<file path="config.mk">
export PLATFORM = sky130hd
export DESIGN_NAME = shc_mulmod
export DESIGN_NICKNAME = d
export VERILOG_FILES = /design/src/rtl/substring_hash_compare_assert.svh /design/src/rtl/shc_pkg.sv /design/src/rtl/shc_mulmod.sv
export SDC_FILE = /design/constraint.sdc
export NUM_CORES = 1
export LEC_CHECK = 0
export BUFFER_PORTS_ARGS = -buffer_cell sky130_fd_sc_hd__buf_2
export CAP_MARGIN = 10
export CELL_PAD_IN_SITES_DETAIL_PLACEMENT = 1
export CELL_PAD_IN_SITES_GLOBAL_PLACEMENT = 1
export CORE_MARGIN = 1
export CORE_UTILIZATION = 46
export DETAILED_ROUTE_END_ITERATION = 16
export GPL_TIMING_DRIVEN = 1
export PLACE_DENSITY_LB_ADDON = 0.3
export SYNTH_ARGS = -nofsm -noshare
export SYNTH_HDL_FRONTEND = slang
export SYNTH_SLANG_ARGS = --single-unit
</file>
<file path="constraint.sdc">
create_clock -name clk -period 6.8 [get_ports clk]
set_input_delay 0.68 -clock clk [delete_from_list [all_inputs] [get_ports clk]]
set_output_delay 0.68 -clock clk [all_outputs]
set_load 0.005 [all_outputs]
</file>
<file path="src/rtl/substring_hash_compare_assert.svh">
// ---------------------------------------------------------------------------
// substring_hash_compare assertion macros
// Shared concurrent assertion forms, clocked on clk and disabled in reset.
// ---------------------------------------------------------------------------
`ifndef SUBSTRING_HASH_COMPARE_ASSERT_SVH
`define SUBSTRING_HASH_COMPARE_ASSERT_SVH

// same-cycle implication
`define SHC_ASSERT_NOW(label, ante, cons) \
    label: assert property (@(posedge clk) disable iff (!rst_n) (ante) |-> (cons)) \
        else $error("substring_hash_compare: assertion failed");

// next-cycle implication
`define SHC_ASSERT_NEXT(label, ante, cons) \
    label: assert property (@(posedge clk) disable iff (!rst_n) (ante) |=> (cons)) \
        else $error("substring_hash_compare: assertion failed");

`endif

</file>
<file path="src/rtl/shc_pkg.sv">
// ---------------------------------------------------------------------------
// shc_pkg
// Constants, codes and shared types of the substring hash compare block.
// ---------------------------------------------------------------------------
package shc_pkg;

    localparam int MAX_LEN     = 4096;
    localparam int ADDR_W      = $clog2(MAX_LEN);
    localparam int LEN_W       = ADDR_W + 1;
    localparam int CHAR_W      = 8;
    localparam int HASH_W      = 14;
    localparam int REM_W       = HASH_W + 1;
    localparam int PROD_W      = 2 * HASH_W;
    localparam int RECIP_SHIFT = 40;
    localparam int RECIP_W     = 27;
    localparam int EST_W       = PROD_W + RECIP_W;
    localparam int QUOT_W      = EST_W - RECIP_SHIFT;

    localparam logic [HASH_W-1:0]  HASH_MOD     = 14'd10007;
    localparam logic [HASH_W-1:0]  HASH_BASE    = 14'd13;
    localparam logic [HASH_W-1:0]  BASE_INVERSE = 14'd6928;
    localparam logic [RECIP_W-1:0] RECIP        =
        RECIP_W'((64'd1 << RECIP_SHIFT) / 64'd10007);

    typedef enum logic [1:0] {
        OP_APPEND  = 2'd0,
        OP_COMPARE = 2'd1,
        OP_CLEAR   = 2'd2,
        OP_NOP     = 2'd3
    } shc_op_t;

    typedef enum logic [1:0] {
        ST_OK        = 2'd0,
        ST_BAD_RANGE = 2'd1,
        ST_FULL      = 2'd2
    } shc_status_t;

    typedef enum logic [3:0] {
        S_IDLE,
        S_A_POW_GO,
        S_A_POW_WT,
        S_A_INV_GO,
        S_A_INV_WT,
        S_A_CHR_GO,
        S_A_CHR_WT,
        S_Q_RD_HI,
        S_Q_RD_LO,
        S_Q_SUB,
        S_Q_MUL_GO,
        S_Q_MUL_WT,
        S_CMP,
        S_DONE
    } shc_state_t;

    typedef struct packed {
        logic              en;
        logic [ADDR_W-1:0] addr;
        logic [CHAR_W-1:0] chr;
        logic [HASH_W-1:0] hash;
        logic [HASH_W-1:0] inv;
    } shc_wr_t;

    typedef struct packed {
        logic [ADDR_W-1:0] hash_addr;
        logic [ADDR_W-1:0] inv_addr;
        logic [ADDR_W-1:0] chr_addr_a;
        logic [ADDR_W-1:0] chr_addr_b;
    } shc_rd_t;

    typedef struct packed {
        logic [HASH_W-1:0] hash;
        logic [HASH_W-1:0] inv;
        logic [CHAR_W-1:0] chr_a;
        logic [CHAR_W-1:0] chr_b;
    } shc_rdata_t;

endpackage

</file>
<file path="src/rtl/shc_mulmod.sv">
// ---------------------------------------------------------------------------
// shc_mulmod
// Pipelined modular multiplier: (a * b) mod 10007 in four stages, reduction
// by reciprocal multiplication and one corrective subtract.
// ---------------------------------------------------------------------------
module shc_mulmod
    import shc_pkg::*;
(
    input  logic              clk,
    input  logic              rst_n,
    input  logic              go,
    input  logic [HASH_W-1:0] a,
    input  logic [HASH_W-1:0] b,
    output logic              res_valid,
    output logic [HASH_W-1:0] res
);

    logic [3:0]        vld_reg;
    logic [3:0]        vld_next;
    logic [PROD_W-1:0] prod_reg;
    logic [PROD_W-1:0] prod2_reg;
    logic [QUOT_W-1:0] quot_reg;
    logic [REM_W-1:0]  rem_reg;
    logic [HASH_W-1:0] res_reg;
    logic [EST_W-1:0]  est;
    logic [PROD_W-1:0] sub_val;
    logic [REM_W-1:0]  rem_fix;

    assign vld_next = {vld_reg[2:0], go};
    assign est      = EST_W'(prod_reg) * EST_W'(RECIP);
    assign sub_val  = prod2_reg - PROD_W'(quot_reg) * PROD_W'(HASH_MOD);
    assign rem_fix  = (rem_reg >= REM_W'(HASH_MOD)) ? rem_reg - REM_W'(HASH_MOD) : rem_reg;

    always_ff @(posedge clk or negedge rst_n)
    begin
        if (!rst_n)
        begin
            vld_reg <= '0;
        end
        else
        begin
            vld_reg <= vld_next;
        end
    end

    always_ff @(posedge clk)
    begin
        prod_reg  <= PROD_W'(a) * PROD_W'(b);
        prod2_reg <= prod_reg;
        quot_reg  <= est[EST_W-1:RECIP_SHIFT];
        rem_reg   <= sub_val[REM_W-1:0];
        res_reg   <= rem_fix[HASH_W-1:0];
    end

    assign res_valid = vld_reg[3];
    assign res       = res_reg;

endmodule

</file>
==> impl_results.md, run 1 <==
- Run status: finished clean
- GRT Total Usage: about a quarter
- Routability cong.: just over 0.9
- Fraction of the cycle the final worst path needs: 94.28%
- Setup crit end kind: flip-flop
- Mux share of post-synthesis cell area: less than 1%
- Crit path time final: ~6.4 ns
- Avg Inst Size Synth: 9.625 µm²
- Main area contributors after synthesis: fa_1, ha_1, inv_1, dfxtp_1, and2_1
- Drt pass-1 iters: 4
- Most common cell on crit path: fa_1
- I/O Pins: 46
- Primary FF master, synth: dfxtp_1
- RSZ-0062 raised after global routing: false
- Row count: around 80
- Final setup vio count: 0
- Clk_skew: 0.01156 ns
- Slew @ Worst Pin: ~0.73 ns
- FF/Latch Area: 1842 µm²
- Syn. warnings: 0
- Die Wd: 217.7 µm
- FFs w/ async S/R, synth: between 4 and 5%
- Min-delay worst type: in2async
- Longest Clk Path Bufs: 2
- Largest family of logic cells by synthesized area: adder cells
- CTS sink count: 91
- Flip-flop count of the largest register after layout: 28
- Hold buffers post-CTS: 0
- CTS tree: built
- Max_cap viols: 0
- Vias in the first global route: between 15k and 20k
- Fillers: 5252
- CP startpoint kind: flip-flop
- Synth top area share: around 36%
- Routed WL: between 50 and 60 mm
- Critical Path Max Stage Delay: just over 0.7 ns
- Initial Util: between 40% and 50%
- Iter 0 DRT Violations: 416
- Required time worst endpoint: between 7 and 8 ns
- Final TNS setup: 0 ns
- Initial antenna violation count: 0
- Number of synthesized flops with an enable pin: 0
- DRT antenna net count: 0
- Final nets: about 3.1k
- Mapped Area: approximately 21000 µm²
- H-tree levels: 3
- Synthesized-area fraction occupied by adder cells: between 60% and 70%
- Postcts setup bufs: 0
- Most frequent cell after synthesis: inv_1
- Crit-path max FO: 7
- Worst EP arrival: roughly 6.7 ns
- Routed len/inst: 18.83 µm
- Slew Limit Headroom: about half
- CTS buffer count: 9
- Xor/xnor share of the synthesized area: 3.357%
- Slowest-stage cell, CP: dfxtp_1
- Diode count: 0
- Post-Synth Simple-Gate Area: under 10%
- WS Path Type: reg2reg
- Post-synthesis sequential area ratio: around 8.6%
- PortBufs: 45
- Resized cells post-CTS: 0
- Largest net degree at the start of global routing: 19
- Multi-input logic area: about 17000 µm²
- Area added between synthesis and finish: 6.228%
- Die ar.: 47380 µm²
- Vias per cell: around 5.1
- CTS clk-pin slew, worst paths: 0.08 ns
- Compound-Gate Fraction of Synth Area: 6.321%
- Final Hold Fails: 0
- Drt drc: 0
- DR vias: ~15k
- Synth top cells by count: inv_1, ha_1, fa_1
- Die H: roughly 220 µm
- Max-slew violations: 0
- Share of layout cells above drive strength 1: between 4 and 5%
- Largest area contributor in the netlist: fa_1
- DP HPWL: 48.51 mm
- First-pass GRT wire length: just under 90 mm
- Clk_lat worst skew: approximately 0.38 ns
- Number of synthesized register bits: 91
- Syn Inst Count: 2223
- Yosys cell types: 61
- Fmax: roughly 160 MHz
- CORE AREA: ~46000 µm²
- Grt ovf: 0
- Syn Nets: 3072
- Crit-path cells: ha_1, ha_1, inv_1, fa_1, inv_1, fa_1, inv_1, fa_1, fa_1, fa_1, inv_1, ha_1, and3_1, a41oi_1, o21ai_0, nand2_1, a21boi_0, a2111oi_0, o31ai_1, a21oi_1, xnor2_1
- CTS root buf: clkbuf_16
[layout make-up]
cell class,count,share of cell area [%]
Multi-Input combinational cell,1470,75.10
Inverter,630,10.40
Sequential cell,91,8.103
Tap cell,600,3.303
Timing Repair Buffer,67,1.717
Clock buffer,10,1.101
Clock inverter,6,0.2697
[path summary, 6_finish.rpt]
kind / start / endpoint / slack (ns) / cells after the start
setup reg to reg: prod_reg[18] / quot_reg[0] / 0.39 / 21
max in group asynchronous: rst_n / vld_reg[2] / 6.60 / 1
hold / removal: rst_n / vld_reg[1] / 0.09 / 1
setup / recovery: prod_reg[18] / quot_reg[0] / 0.39 / 21
min in group clk: vld_reg[0] / vld_reg[1] / 0.36 / 0
hold reg to reg: vld_reg[0] / vld_reg[1] / 0.36 / 0
[per-stage QoR]
stage               utilization, %  cells  instance area (µm²)  hold WS [ns]  setup WS (ns)
finish                       49.76   2874                22730       0.08732         0.3888
global route                 49.76   2874                22730       0.09094         0.1509
CTS                          49.76   2874                22730       0.07771         0.4297
detailed placement           49.08   2858                22420        0.3379         0.3596
global placement             49.08   2858                22420        0.3323         0.4721
floorplan                        -   2223                21400        0.3312         0.8323
[cell families after synthesis]
group	count (synthesis)
flops	91
buf+inv	662
fa+ha+maj	818
compound gates	203
mux	3
xor+xnor	82
simple gates	364
[cells in the final DEF, fill, tap and decap left out, types with 4 or more instances in the layout]
cell / netlist / layout
inv_1: 630 / 630
ha_1: 432 / 432
fa_1: 386 / 386
nand2_1: 143 / 143
and2_1: 104 / 104
dfxtp_1: 87 / 87
a21oi_1: 63 / 63
xnor2_1: 61 / 61
buf_2: 0 / 45
o21ai_0: 36 / 36
nor2_1: 34 / 34
a21o_1: 27 / 27
buf_4: 0 / 22
xor2_1: 21 / 21
nand3_1: 16 / 16
o21a_1: 13 / 13
nor3_1: 12 / 12
nand2b_1: 11 / 11
clkbuf_16: 0 / 10
nor2b_1: 8 / 8
o211ai_1: 8 / 8
and3_1: 7 / 7
nand4_1: 7 / 7
a31oi_1: 7 / 7
a211oi_1: 5 / 5
o21bai_1: 5 / 5
or2_2: 5 / 5
a41oi_1: 4 / 4
a211o_1: 4 / 4
nand3b_1: 4 / 4
dfrtp_1: 4 / 4
[critical path: cells and delay by family, from the launching register on]
| family | cells | cell delay (ns) |
|---|---|---|
| flip-flops | 1 | 0.71 |
| AND/OR/NAND/NOR | 2 | 0.32 |
| AO/OA/AOI/OAI | 6 | 1.51 |
| adder cells (fa/ha/maj) | 8 | 3.44 |
| XOR/XNOR | 1 | 0.14 |
| buffers and inverters | 4 | 0.24 |
[layer usage]
metal  vias to the layer above  wire length (µm)  GRT usage, %
met3                        97              1044         1.953
met5                         -                 0             0
met1                      7591             22400         27.22
li1                       6913                 -             -
met2                       191             28880         45.83
met4                         0              1800         9.108
Power of run 1 is not shown: default switching activity piles up to over one toggle a cycle in this logic, so the estimate is an artifact.
==> inputs of run 2 (changes only) <==
--- a/config.mk
+++ b/config.mk
@@ -9,10 +9,12 @@
 export CAP_MARGIN = 10
 export CELL_PAD_IN_SITES_DETAIL_PLACEMENT = 1
 export CELL_PAD_IN_SITES_GLOBAL_PLACEMENT = 1
+export CORE_ASPECT_RATIO = 0.5
 export CORE_MARGIN = 1
 export CORE_UTILIZATION = 46
 export DETAILED_ROUTE_END_ITERATION = 16
 export GPL_TIMING_DRIVEN = 1
+export HOLD_SLACK_MARGIN = 0.12
 export PLACE_DENSITY_LB_ADDON = 0.3
 export SYNTH_ARGS = -nofsm -noshare
 export SYNTH_HDL_FRONTEND = slang
==> run 2 against run 1 <==
Against the previous run:
- sequential share of layout area about the same
- die area up 0.11%
- clock-buffer cell count down 1
- first-iteration DRC count up 68%
- critical path depth unchanged
- core utilization up 0.25 points
- global-route usage about the same
- hold slack better by 0.27 ns
- non-clock buffer count up 4
- setup slack better by 0.12 ns
==> impl_results.md, run 2 (synthesis gave the netlist of run 1 again) <==
- Critical R2R Launch: prod_reg[17]
- WHS Endpoint: vld_reg[3]
- Worst Hold Launch: vld_reg[2]
- Clk_lat worst skew: around 0.39 ns
- First-pass GRT wire length: between 80 and 90 mm
- Non-filler cells, final: roughly 2.9k
- Min-delay worst type: reg2reg
- RR Endpoint: quot_reg[0]
- DP HPWL: 47.69 mm
- Hold path cells: 0
- Iter 0 DRT Violations: 700
- GRT Total Usage: between 20% and 30%
- PortBufs: 45
- Clk_skew: about 0.012 ns
- Longest Clk Path Bufs: 2
- Final TNS setup: 0 ns
- Postcts setup bufs: 0
- CORE AREA: 45560 µm²
- Fraction of the cycle the final worst path needs: 92.51%
- Initial Util: a little under half
- Fmax: 159.0 MHz
- Flip-flop count of the largest register after layout: 28
- Slew @ Worst Pin: between 0.5 and 0.6 ns
- Die ar.: 47430 µm²
- Final setup vio count: 0
- Cells on worst reg2reg path: 21
- Setup crit end kind: flip-flop
- CTS root buf: clkbuf_16
- Routed len/inst: approximately 19 µm
- Max_cap viols: 0
- Area added between synthesis and finish: 6.491%
- RSZ-0062 raised after global routing: false
- Largest net degree at the start of global routing: 20
- Vias per cell: 5.054
- WS Path Type: reg2reg
- CTS clk-pin slew, worst paths: about 0.07 ns
- Share of layout cells above drive strength 1: between 4 and 5%
- CTS sink count: 91
- Placed cells: approximately 2.9k
- Crit-path max FO: 5
- Row count: 55
- Leading cell type in the layout, fill and taps excluded: inv_1
- Drt drc: 0
- Worst R2R Setup Slack: a little over 0.5 ns
- Required time worst endpoint: around 7.1 ns
- Worst EP arrival: roughly 6.6 ns
- Routability cong.: between 0.9 and 1
- Slew Limit Headroom: between 60% and 70%
- Die Wd: between 300 and 400 µm
- Routed WL: ~54 mm
- Max-slew violations: 0
- Diode count: 0
- Drt pass-1 iters: 5
- Run status: finished clean
- Initial antenna violation count: 0
- CTS tree: built
- Vias in the first global route: approximately 16k
- Final Hold Fails: 0
- CP startpoint kind: flip-flop
- Crit path time final: 6.291 ns
- Final nets: 3122
- Grt ovf: 0
- H-tree levels: 3
- CTS buffer count: 9
- Core Util, Final: 50.02%
- DR vias: about 15k
- I/O Pins: between 40 and 50
- Die H: approximately 150 µm
- Most frequent cells in the layout: inv_1, ha_1, fa_1, nand2_1, and2_1
- DRT antenna net count: 0
==> run 2: cell count changes in the layout (fill, tap and decap cells not counted) <==
| cell | previous run | this run |
|---|---|---|
| dlygate4sd3_1 | 0 | 1 |
| inv_8 | 1 | 3 |
| inv_12 | 0 | 1 |
| inv_6 | 3 | 0 |
| buf_4 | 22 | 25 |
| clkinv_8 | 1 | 0 |
| clkinvlp_4 | 1 | 0 |
| clkinv_4 | 0 | 3 |
| clkbuf_16 | 10 | 9 |
==> run 2: what timing repair did <==
item,in CTS,in global routing
hold buffers,1,0
gates resized for setup,0,0
hold endpoints to repair,4,0
setup endpoints to repair,0,0
==> run 2: stage by stage <==
step,worst slack (ns),hold WS [ns],cell area [µm²]
after floorplan,0.8323,0.3312,21400
after global placement,0.5023,0.3354,22470
after detailed placement,0.2905,0.3387,22470
after CTS,0.5261,0.3559,22790
after global routing,0.1608,0.3599,22790
final,0.5093,0.3526,22790
==> run 2: how the worst max path moves through the flow <==
stage                            start            to  slack [ns]  cells after the start
after floorplan                   b[2]  prod_reg[25]        0.83                     21
after global placement            b[2]  prod_reg[25]        0.50                     21
after detailed placement          b[2]  prod_reg[25]        0.29                     21
after CTS                 prod_reg[17]   quot_reg[0]        0.53                     21
after global routing      prod_reg[17]   quot_reg[0]        0.16                     21
final                     prod_reg[17]   quot_reg[0]        0.51                     21
==> run 2: critical path: stages, from the launching register on <==
cell and delay [ns]:
dfxtp_1 0.60, ha_1 0.36, ha_1 0.29, inv_1 0.08, fa_1 0.50, inv_1 0.08, fa_1 0.58, inv_1 0.09
fa_1 0.45, fa_1 0.48, fa_1 0.51, inv_1 0.05, ha_1 0.31, and3_1 0.25, nand3_1 0.10, nor2_1 0.16
o2111ai_1 0.16, nor3b_1 0.43, a2111oi_0 0.18, o31ai_1 0.27, a21oi_1 0.13, xnor2_1 0.13
==> run 2: cell type report <==
cell class	count	area, µm²
Fill cell	5245	22770
Multi-Input combinational cell	1470	17070
Inverter	630	2365
Sequential cell	91	1842
Tap cell	627	784.5
Timing Repair Buffer	71	422.9
Clock buffer	9	225.2
Clock inverter	7	76.32
==> run 2: routing by layer <==
| metal | vias to the layer above | wire length, µm | GRT usage [%] |
|---|---|---|---|
| li1 | 6912 | - | - |
| met1 | 7454 | 25580 | 31.80 |
| met2 | 248 | 25250 | 40.66 |
| met3 | 68 | 2283 | 3.933 |
| met4 | 0 | 1089 | 5.686 |
| met5 | - | 0 | 0 |
Power of run 2 is left out for the same reason.
