===== src/rtl/substring_hash_compare_assert.svh =====
// ---------------------------------------------------------------------------
// substring_hash_compare assertion macros
// Shared concurrent assertion forms, clocked on clk and disabled in reset.
// ---------------------------------------------------------------------------
`ifndef SUBSTRING_HASH_COMPARE_ASSERT_SVH
`define SUBSTRING_HASH_COMPARE_ASSERT_SVH

// same-cycle implication
`define SHC_ASSERT_NOW(label, ante, cons) \
    label: assert property (@(posedge clk) disable iff (!rst_n) (ante) |-> (cons)) \
        else $error("substring_hash_compare: assertion failed");

// next-cycle implication
`define SHC_ASSERT_NEXT(label, ante, cons) \
    label: assert property (@(posedge clk) disable iff (!rst_n) (ante) |=> (cons)) \
        else $error("substring_hash_compare: assertion failed");

`endif


===== src/rtl/shc_pkg.sv =====
// ---------------------------------------------------------------------------
// shc_pkg
// Constants, codes and shared types of the substring hash compare block.
// ---------------------------------------------------------------------------
package shc_pkg;

    localparam int MAX_LEN     = 4096;
    localparam int ADDR_W      = $clog2(MAX_LEN);
    localparam int LEN_W       = ADDR_W + 1;
    localparam int CHAR_W      = 8;
    localparam int HASH_W      = 14;
    localparam int REM_W       = HASH_W + 1;
    localparam int PROD_W      = 2 * HASH_W;
    localparam int RECIP_SHIFT = 40;
    localparam int RECIP_W     = 27;
    localparam int EST_W       = PROD_W + RECIP_W;
    localparam int QUOT_W      = EST_W - RECIP_SHIFT;

    localparam logic [HASH_W-1:0]  HASH_MOD     = 14'd10007;
    localparam logic [HASH_W-1:0]  HASH_BASE    = 14'd13;
    localparam logic [HASH_W-1:0]  BASE_INVERSE = 14'd6928;
    localparam logic [RECIP_W-1:0] RECIP        =
        RECIP_W'((64'd1 << RECIP_SHIFT) / 64'd10007);

    typedef enum logic [1:0] {
        OP_APPEND  = 2'd0,
        OP_COMPARE = 2'd1,
        OP_CLEAR   = 2'd2,
        OP_NOP     = 2'd3
    } shc_op_t;

    typedef enum logic [1:0] {
        ST_OK        = 2'd0,
        ST_BAD_RANGE = 2'd1,
        ST_FULL      = 2'd2
    } shc_status_t;

    typedef enum logic [3:0] {
        S_IDLE,
        S_A_POW_GO,
        S_A_POW_WT,
        S_A_INV_GO,
        S_A_INV_WT,
        S_A_CHR_GO,
        S_A_CHR_WT,
        S_Q_RD_HI,
        S_Q_RD_LO,
        S_Q_SUB,
        S_Q_MUL_GO,
        S_Q_MUL_WT,
        S_CMP,
        S_DONE
    } shc_state_t;

    typedef struct packed {
        logic              en;
        logic [ADDR_W-1:0] addr;
        logic [CHAR_W-1:0] chr;
        logic [HASH_W-1:0] hash;
        logic [HASH_W-1:0] inv;
    } shc_wr_t;

    typedef struct packed {
        logic [ADDR_W-1:0] hash_addr;
        logic [ADDR_W-1:0] inv_addr;
        logic [ADDR_W-1:0] chr_addr_a;
        logic [ADDR_W-1:0] chr_addr_b;
    } shc_rd_t;

    typedef struct packed {
        logic [HASH_W-1:0] hash;
        logic [HASH_W-1:0] inv;
        logic [CHAR_W-1:0] chr_a;
        logic [CHAR_W-1:0] chr_b;
    } shc_rdata_t;

endpackage


===== src/rtl/shc_ctrl.sv =====
// ---------------------------------------------------------------------------
// shc_ctrl
// Sequencer: decodes commands, drives the shared modular multiplier,
// updates the stores and walks the character check.
// ---------------------------------------------------------------------------
`include "substring_hash_compare_assert.svh"

module shc_ctrl
    import shc_pkg::*;
(
    input  logic              clk,
    input  logic              rst_n,
    input  logic              start,
    input  logic [1:0]        opcode,
    input  logic [CHAR_W-1:0] char_code,
    input  logic [LEN_W-1:0]  left_a,
    input  logic [LEN_W-1:0]  right_a,
    input  logic [LEN_W-1:0]  left_b,
    input  logic [LEN_W-1:0]  right_b,
    output logic              busy,
    output logic              done,
    output logic [1:0]        status,
    output logic              same,
    output logic [HASH_W-1:0] hash_a,
    output logic [HASH_W-1:0] hash_b,
    output logic              mul_go,
    output logic [HASH_W-1:0] mul_a,
    output logic [HASH_W-1:0] mul_b,
    input  logic              mul_valid,
    input  logic [HASH_W-1:0] mul_res,
    output shc_wr_t           wr,
    output shc_rd_t           rd,
    input  shc_rdata_t        rdata
);

    shc_state_t        state_reg,  state_next;
    logic [LEN_W-1:0]  len_reg,    len_next;
    logic [HASH_W-1:0] pow_reg,    pow_next;
    logic [HASH_W-1:0] inv_reg,    inv_next;
    logic [HASH_W-1:0] hsh_reg,    hsh_next;
    logic [HASH_W-1:0] pow_t_reg,  pow_t_next;
    logic [HASH_W-1:0] inv_t_reg,  inv_t_next;
    logic [HASH_W-1:0] hi_reg,     hi_next;
    logic [HASH_W-1:0] diff_reg,   diff_next;
    logic [CHAR_W-1:0] chr_reg,    chr_next;
    logic [LEN_W-1:0]  la_reg,     la_next;
    logic [LEN_W-1:0]  ra_reg,     ra_next;
    logic [LEN_W-1:0]  lb_reg,     lb_next;
    logic [LEN_W-1:0]  rb_reg,     rb_next;
    logic              side_reg,   side_next;
    logic [LEN_W-1:0]  idx_reg,    idx_next;
    logic              pend_reg,   pend_next;
    shc_status_t       st_reg,     st_next;
    logic              same_reg,   same_next;
    logic [HASH_W-1:0] ha_reg,     ha_next;
    logic [HASH_W-1:0] hb_reg,     hb_next;

    shc_op_t           op_in;
    logic              accept;
    logic              ok_a;
    logic              ok_b;
    logic [LEN_W-1:0]  cur_l;
    logic [LEN_W-1:0]  cur_r;
    logic [LEN_W-1:0]  hi_idx;
    logic [LEN_W-1:0]  lo_idx;
    logic [LEN_W-1:0]  inv_idx;
    logic [LEN_W-1:0]  pos_a;
    logic [LEN_W-1:0]  pos_b;
    logic [LEN_W-1:0]  cnt_a;
    logic [LEN_W-1:0]  cnt_b;
    logic [HASH_W-1:0] lo_hash;
    logic [REM_W-1:0]  diff_raw;
    logic [REM_W-1:0]  diff_fix;
    logic [REM_W-1:0]  sum_raw;
    logic [REM_W-1:0]  sum_fix;
    logic              match;
    logic              issue;
    logic              chr_eq;

    assign op_in  = shc_op_t'(opcode);
    assign accept = start && (state_reg == S_IDLE);
    assign ok_a   = (left_a != '0) && (right_a >= left_a) && (right_a <= len_reg);
    assign ok_b   = (left_b != '0) && (right_b >= left_b) && (right_b <= len_reg);

    assign cur_l   = side_reg ? lb_reg : la_reg;
    assign cur_r   = side_reg ? rb_reg : ra_reg;
    assign hi_idx  = cur_r - LEN_W'(1);
    assign lo_idx  = cur_l - LEN_W'(2);
    assign inv_idx = cur_l - LEN_W'(1);
    assign pos_a   = la_reg - LEN_W'(1) + idx_reg;
    assign pos_b   = lb_reg - LEN_W'(1) + idx_reg;
    assign cnt_a   = ra_reg - la_reg + LEN_W'(1);
    assign cnt_b   = rb_reg - lb_reg + LEN_W'(1);

    assign lo_hash  = (cur_l == LEN_W'(1)) ? '0 : rdata.hash;
    assign diff_raw = REM_W'(hi_reg) + REM_W'(HASH_MOD) - REM_W'(lo_hash);
    assign diff_fix = (diff_raw >= REM_W'(HASH_MOD)) ? diff_raw - REM_W'(HASH_MOD) : diff_raw;
    assign sum_raw  = REM_W'(hsh_reg) + REM_W'(mul_res);
    assign sum_fix  = (sum_raw >= REM_W'(HASH_MOD)) ? sum_raw - REM_W'(HASH_MOD) : sum_raw;

    assign match  = (cnt_a == cnt_b) && (ha_reg == mul_res);
    assign issue  = (state_reg == S_CMP) && (idx_reg < cnt_a);
    assign chr_eq = (rdata.chr_a == rdata.chr_b);

    always_comb
    begin
        state_next = state_reg;
        case (state_reg)
            S_IDLE:
            begin
                if (accept)
                begin
                    case (op_in)
                        OP_APPEND:  state_next = (len_reg == LEN_W'(MAX_LEN)) ? S_DONE
                                                                                 : S_A_POW_GO;
                        OP_COMPARE: state_next = (ok_a && ok_b) ? S_Q_RD_HI : S_DONE;
                        default:    state_next = S_DONE;
                    endcase
                end
            end
            S_A_POW_GO: state_next = S_A_POW_WT;
            S_A_POW_WT: state_next = mul_valid ? S_A_INV_GO : S_A_POW_WT;
            S_A_INV_GO: state_next = S_A_INV_WT;
            S_A_INV_WT: state_next = mul_valid ? S_A_CHR_GO : S_A_INV_WT;
            S_A_CHR_GO: state_next = S_A_CHR_WT;
            S_A_CHR_WT: state_next = mul_valid ? S_DONE : S_A_CHR_WT;
            S_Q_RD_HI:  state_next = S_Q_RD_LO;
            S_Q_RD_LO:  state_next = S_Q_SUB;
            S_Q_SUB:    state_next = S_Q_MUL_GO;
            S_Q_MUL_GO: state_next = S_Q_MUL_WT;
            S_Q_MUL_WT:
            begin
                if (mul_valid)
                begin
                    if (!side_reg)
                    begin
                        state_next = S_Q_RD_HI;
                    end
                    else
                    begin
                        state_next = match ? S_CMP : S_DONE;
                    end
                end
            end
            S_CMP:
            begin
                if (pend_reg && (!chr_eq || (idx_reg == cnt_a)))
                begin
                    state_next = S_DONE;
                end
            end
            S_DONE:     state_next = S_IDLE;
            default:    state_next = S_IDLE;
        endcase
    end

    always_comb
    begin
        busy          = (state_reg != S_IDLE);
        done          = (state_reg == S_DONE);
        mul_go        = 1'b0;
        mul_a         = diff_reg;
        mul_b         = inv_t_reg;
        wr.en         = (state_reg == S_A_CHR_WT) && mul_valid;
        wr.addr       = len_reg[ADDR_W-1:0];
        wr.chr        = chr_reg;
        wr.hash       = sum_fix[HASH_W-1:0];
        wr.inv        = inv_t_reg;
        rd.hash_addr  = (state_reg == S_Q_RD_HI) ? hi_idx[ADDR_W-1:0] : lo_idx[ADDR_W-1:0];
        rd.inv_addr   = inv_idx[ADDR_W-1:0];
        rd.chr_addr_a = pos_a[ADDR_W-1:0];
        rd.chr_addr_b = pos_b[ADDR_W-1:0];
        case (state_reg)
            S_A_POW_GO:
            begin
                mul_go = 1'b1;
                mul_a  = pow_reg;
                mul_b  = HASH_BASE;
            end
            S_A_INV_GO:
            begin
                mul_go = 1'b1;
                mul_a  = inv_reg;
                mul_b  = BASE_INVERSE;
            end
            S_A_CHR_GO:
            begin
                mul_go = 1'b1;
                mul_a  = pow_t_reg;
                mul_b  = HASH_W'(chr_reg);
            end
            S_Q_MUL_GO:
            begin
                mul_go = 1'b1;
            end
            default:
            begin
                mul_go = 1'b0;
            end
        endcase
    end

    always_comb
    begin
        len_next   = len_reg;
        pow_next   = pow_reg;
        inv_next   = inv_reg;
        hsh_next   = hsh_reg;
        pow_t_next = pow_t_reg;
        inv_t_next = inv_t_reg;
        hi_next    = hi_reg;
        diff_next  = diff_reg;
        chr_next   = chr_reg;
        la_next    = la_reg;
        ra_next    = ra_reg;
        lb_next    = lb_reg;
        rb_next    = rb_reg;
        side_next  = side_reg;
        idx_next   = idx_reg;
        pend_next  = 1'b0;
        st_next    = st_reg;
        same_next  = same_reg;
        ha_next    = ha_reg;
        hb_next    = hb_reg;
        case (state_reg)
            S_IDLE:
            begin
                if (accept)
                begin
                    chr_next  = char_code;
                    la_next   = left_a;
                    ra_next   = right_a;
                    lb_next   = left_b;
                    rb_next   = right_b;
                    side_next = 1'b0;
                    st_next   = ST_OK;
                    same_next = 1'b0;
                    ha_next   = '0;
                    hb_next   = '0;
                    case (op_in)
                        OP_APPEND:
                        begin
                            if (len_reg == LEN_W'(MAX_LEN))
                            begin
                                st_next = ST_FULL;
                            end
                        end
                        OP_COMPARE:
                        begin
                            if (!(ok_a && ok_b))
                            begin
                                st_next = ST_BAD_RANGE;
                            end
                        end
                        OP_CLEAR:
                        begin
                            len_next = '0;
                            pow_next = HASH_W'(1);
                            inv_next = HASH_W'(1);
                            hsh_next = '0;
                        end
                        default:
                        begin
                            st_next = ST_OK;
                        end
                    endcase
                end
            end
            S_A_POW_WT:
            begin
                if (mul_valid)
                begin
                    pow_t_next = mul_res;
                end
            end
            S_A_INV_WT:
            begin
                if (mul_valid)
                begin
                    inv_t_next = mul_res;
                end
            end
            S_A_CHR_WT:
            begin
                if (mul_valid)
                begin
                    pow_next = pow_t_reg;
                    inv_next = inv_t_reg;
                    hsh_next = sum_fix[HASH_W-1:0];
                    len_next = len_reg + LEN_W'(1);
                end
            end
            S_Q_RD_LO:
            begin
                hi_next    = rdata.hash;
                inv_t_next = rdata.inv;
            end
            S_Q_SUB:
            begin
                diff_next = diff_fix[HASH_W-1:0];
            end
            S_Q_MUL_WT:
            begin
                if (mul_valid)
                begin
                    if (!side_reg)
                    begin
                        ha_next   = mul_res;
                        side_next = 1'b1;
                    end
                    else
                    begin
                        hb_next  = mul_res;
                        idx_next = '0;
                    end
                end
            end
            S_CMP:
            begin
                pend_next = issue;
                if (issue)
                begin
                    idx_next = idx_reg + LEN_W'(1);
                end
                if (pend_reg && chr_eq && (idx_reg == cnt_a))
                begin
                    same_next = 1'b1;
                end
            end
            default:
            begin
                pend_next = 1'b0;
            end
        endcase
    end

    always_ff @(posedge clk or negedge rst_n)
    begin
        if (!rst_n)
        begin
            state_reg <= S_IDLE;
            len_reg   <= '0;
            pow_reg   <= HASH_W'(1);
            inv_reg   <= HASH_W'(1);
            hsh_reg   <= '0;
            pend_reg  <= 1'b0;
        end
        else
        begin
            state_reg <= state_next;
            len_reg   <= len_next;
            pow_reg   <= pow_next;
            inv_reg   <= inv_next;
            hsh_reg   <= hsh_next;
            pend_reg  <= pend_next;
        end
    end

    always_ff @(posedge clk)
    begin
        pow_t_reg <= pow_t_next;
        inv_t_reg <= inv_t_next;
        hi_reg    <= hi_next;
        diff_reg  <= diff_next;
        chr_reg   <= chr_next;
        la_reg    <= la_next;
        ra_reg    <= ra_next;
        lb_reg    <= lb_next;
        rb_reg    <= rb_next;
        side_reg  <= side_next;
        idx_reg   <= idx_next;
        st_reg    <= st_next;
        same_reg  <= same_next;
        ha_reg    <= ha_next;
        hb_reg    <= hb_next;
    end

    assign status = st_reg;
    assign same   = same_reg;
    assign hash_a = ha_reg;
    assign hash_b = hb_reg;

    `SHC_ASSERT_NEXT(a_done_single, done, !done)
    `SHC_ASSERT_NEXT(a_accept_busy, start && !busy, busy)
    `SHC_ASSERT_NOW(a_len_bound, 1'b1, len_reg <= LEN_W'(MAX_LEN))
    `SHC_ASSERT_NOW(a_mul_reduced, mul_valid, mul_res < HASH_MOD)
    `SHC_ASSERT_NOW(a_mul_expected, mul_valid,
        state_reg == S_A_POW_WT || state_reg == S_A_INV_WT ||
        state_reg == S_A_CHR_WT || state_reg == S_Q_MUL_WT)
    `SHC_ASSERT_NOW(a_same_clean, done && same, st_reg == ST_OK && ha_reg == hb_reg)

endmodule

===== config.mk =====
export PLATFORM = sky130hd
export DESIGN_NAME = shc_ctrl
export DESIGN_NICKNAME = d
export VERILOG_FILES = /design/src/rtl/shc_pkg.sv /design/src/rtl/shc_ctrl.sv
export VERILOG_INCLUDE_DIRS = /design/src /design/src/rtl
export SDC_FILE = /design/constraint.sdc
export NUM_CORES = 1
export LEC_CHECK = 0
export ABC_AREA = 1
export BUFFER_PORTS_ARGS = -buffer_cell sky130_fd_sc_hd__buf_2
export CAP_MARGIN = 25
export CORE_ASPECT_RATIO = 1.25
export CORE_MARGIN = 1.5
export CORE_UTILIZATION = 53
export CTS_BUF_LIST = sky130_fd_sc_hd__clkbuf_16
export DETAILED_ROUTE_END_ITERATION = 10
export PLACE_DENSITY_LB_ADDON = 0.12
export SYNTH_ARGS = -nofsm -noshare
export SYNTH_HDL_FRONTEND = slang
export SYNTH_SLANG_ARGS = --single-unit
export TNS_END_PERCENT = 100

===== constraint.sdc =====
create_clock -name clk -period 6.92 [get_ports clk]
set_input_delay 1.038 -clock clk [delete_from_list [all_inputs] [get_ports clk]]
set_output_delay 1.038 -clock clk [all_outputs]
set_load 0.02 [all_outputs]

==> results_dict.tcl <==
set metrics [dict create \
    status "completed" \
    synth_nets 2642 \
    clk_pin_slew_worst_paths_ps 70 \
    ios 283 \
    clock_latency_ps 550 \
    cp_common_cell "nand2_1" \
    grt_overflow 0 \
    ys_warn_count 0 \
    fillers 3023 \
    min_period_ps 5710 \
    min_from "inv_reg[2]" \
    worstHoldEndpoint "inv_reg[2]" \
    cts_buffers 24 \
    period_share_pct 82.5 \
    hp-class "register to register" \
    rows 74 \
    reg2reg_depth 24 \
    yosysSeqAreaShare_pct 36.0 \
    start_kind "register" \
    skew_ps 24.4 \
    r2r_setup_slack_ps 1210 \
    crit_chain "buf_4 -> nand2_1 -> o21ai_0 -> inv_1 -> nor2_1 -> inv_1 -> nor2_1 -> nand3_1 -> nand2_1 -> ha_1 -> ha_1 -> fa_1 -> nand3_1 -> nand2_1 -> xnor2_1 -> inv_1 -> nor2_2 -> nand2_1 -> nand2_2 -> nand3_1 -> nand2_2 -> nand2_2 -> nand2_1 -> nand2_1" \
    p_leak_nw 10.5 \
    cts_tree "done" \
    cts.sinks 221 \
    grt_pass1_vias 15700 \
    grtUsageTotal_pct 31.4 \
    worstSetupPathType "register to register" \
    avgViaCountPerCell 5.47 \
    dr.pass1.iters 6 \
    hold_depth 2 \
    initial_core_util_pct 53.9 \
    tightest_slew_ps 991 \
    die_area_mm2 0.0344 \
    ys.flop_type "edfxtp_1" \
    synth_seq_cells 221 \
    rr_startpoint "side_reg" \
    wire_per_inst_um 18.2 \
    final_cell_area_mm2 0.0203 \
    drt_iter0_markers 1189 \
    gp_congestion 0.964 \
    synth_edf_count 161 \
    dp_worst_setup_slack_ps 1280 \
    drt_wl_total_um 54900 \
    cts_resized 0 \
    io_buffers 282 \
    multiInputGateArea_mm2 0.00948 \
    rsz0062_at_grt "no" \
    ant_nets 0 \
    critPathTopFamily "simple AND/OR/NAND/NOR gates" \
    cts_setup_buffers 0 \
    grt_max_degree 63 \
    syn_area_mm2 0.0176 \
    die_x_um 166 \
    end_kind "register" \
    vias 16500 \
    area_growth_pct 15.0 \
    cp_num_buf_inv 4 \
    hold_viol_final 0 \
    timing.fmax_mhz 175 \
    die_h_um 207 \
    drive_above_1_share_pct 14.6 \
    slowest_delay_ps 750 \
    clockBufferDepth 3 \
    cpMaxStageDelayCell "edfxtp_1" \
    dp_hpwl_um 45300 \
    setup_viol 0 \
    synthArstFlopShare_pct 27.1 \
    postPlaceCellArea_mm2 0.0194 \
    worst-path-max-fanout 21 \
    setup_ws_ps 1210 \
    synth_cells 2309 \
    worstReg2RegEnd "diff_reg[6]" \
    synth.avg_cell_area_um2 7.63 \
    critPathRequiredTime_ps 7200 \
    drv_cap 0 \
    regArea_mm2 0.00634 \
    coreArea_mm2 0.0327 \
    postCtsHoldBufs 0 \
    vdd_ir_drop_max_v 0.000292 \
    nets 2917 \
    powerDensity_mw_per_mm2 424 \
    grt_pass1_wl_um 83200 \
    htreeDepth 1 \
    drc 0 \
    ys_types 59 \
    cts_root_buf "clkbuf_16" \
    worstPathArrival_ps 5990 \
    fin_tns_setup_ps 0 \
    max-slew-margin-rel_pct 33.8 \
    antenna_found_initial 6 \
    drv_slew 0 \
]
[cell usage in the layout, fill, tap and decap left out, types with 5 or more instances in the layout]
master and instances:
nand2_1 591, inv_1 410, buf_2 282, ha_1 203, nor2_1 175, edfxtp_1 161
o21ai_0 138, nand3_1 122, a21oi_1 93, dfrtp_1 58, xor2_1 55, nor3_1 39
nand4_1 32, clkbuf_16 25, xnor2_1 23, o22ai_1 13, nor4_1 12, o2111ai_1 10
or2_2 10, o21bai_1 9, buf_4 9, o21ai_1 8, a31oi_1 7, clkinv_1 7
nand3b_1 6, fa_1 6, inv_2 5, o211ai_1 5, nor2_2 5, nand2_2 5
a221o_1 5, clkinv_2 5, buf_6 5
[worst max-delay path by stage]
stage,cells past startpoint,startpoint,end,slack (ps)
finish,24,side_reg,diff_reg[6],1210
global route,25,side_reg,diff_reg[12],680
CTS,24,side_reg,diff_reg[6],1260
detailed placement,24,side_reg,diff_reg[6],1280
global placement,24,side_reg,diff_reg[12],1440
floorplan,25,side_reg,diff_reg[4],2270
[worst min-delay path, cell delays in order, from the launching register on]
cell and delay, ps:
dfrtp_1 340, nand2_1 50, o21ai_0 60
[Yosys cell counts (4+ instances only)]
library cell | n | area (um2)
a31oi_1 | 7 | 43.8
nor3_1 | 41 | 205
a21oi_1 | 93 | 465
xor2_1 | 55 | 482
dfrtp_1 | 58 | 1450
o21bai_1 | 9 | 67.6
o21ai_1 | 8 | 40.0
clkbuf_1 | 23 | 86.3
nor2_1 | 178 | 668
o21ai_0 | 138 | 691
buf_4 | 14 | 105
fa_1 | 6 | 120
nand3b_1 | 6 | 45.0
nand2_1 | 591 | 2220
o22ai_1 | 13 | 81.3
o211ai_1 | 5 | 37.5
or2_2 | 10 | 62.6
buf_2 | 6 | 30.0
inv_2 | 5 | 18.8
nor2_2 | 4 | 25.0
nand2_2 | 5 | 31.3
a221o_1 | 5 | 50.1
edfxtp_1 | 161 | 4830
o2111ai_1 | 10 | 87.6
nand4_1 | 32 | 200
nand3_1 | 122 | 611
nor4_1 | 12 | 75.1
ha_1 | 203 | 2540
o21a_1 | 4 | 30.0
xnor2_1 | 23 | 201
and2_1 | 4 | 25.0
inv_1 | 409 | 1540
[layer usage]
layer / GRT usage [%] / vias up / part of all wire, %
met5: 0 / - / 0.096
met4: 17.0 / 8 / 5.8
met3: 4.44 / 150 / 6.0
met2: 57.1 / 616 / 50
met1: 35.7 / 7633 / 38
li1: - / 8109 / -
[stage by stage]
| step | std cells | total power [mW] | util (%) | hold slack, ps |
|---|---|---|---|---|
| 2_1_floorplan | 2309 | 5.75 | - | 453 |
| 3_3_place_gp | 2971 | 7.15 | 59.3 | 468 |
| 3_5_place_dp | 2975 | 7.25 | 59.5 | 474 |
| 4_1_cts | 3019 | 8.61 | 62.0 | 489 |
| 5_1_grt | 3021 | 9.31 | 62.0 | 507 |
| 6_report | 3022 | 8.60 | 62.0 | 486 |
[where the power goes]
part / internal [mW] / total (mW) / leakage (nW) / switching (mW)
clock network: 0.773 / 1.33 / 0.403 / 0.557
registers: 1.88 / 2.15 / 2.29 / 0.273
logic: 1.68 / 5.12 / 7.83 / 3.45
total: 4.33 / 8.60 / 10.5 / 4.28
[logic make-up (layout without fill, tap and decap cells)]
group,Yosys count,after routing,share of synthesized area [%]
AOI/OAI and AO/OA,311,311,9.97
xor gates and xnor gates,79,79,3.97
adders and majority gates,209,209,15.1
buffers and inverters,465,758,10.4
DFF,221,221,36.0
muxes,2,2,0.114
other,0,2,0
and+or+nand+nor,1022,1022,24.5
[final cells by class]
cell class,count,share of cell area [%]
multi-input cells,1623,46.8
flip-flops and latches,221,31.3
inverters,418,7.77
repair buffers,296,7.58
clock buffers,25,3.09
well taps,418,2.58
clock inverters,19,0.914
diodes,2,0.0247
Note: power is estimated with default switching activity, not from simulation.
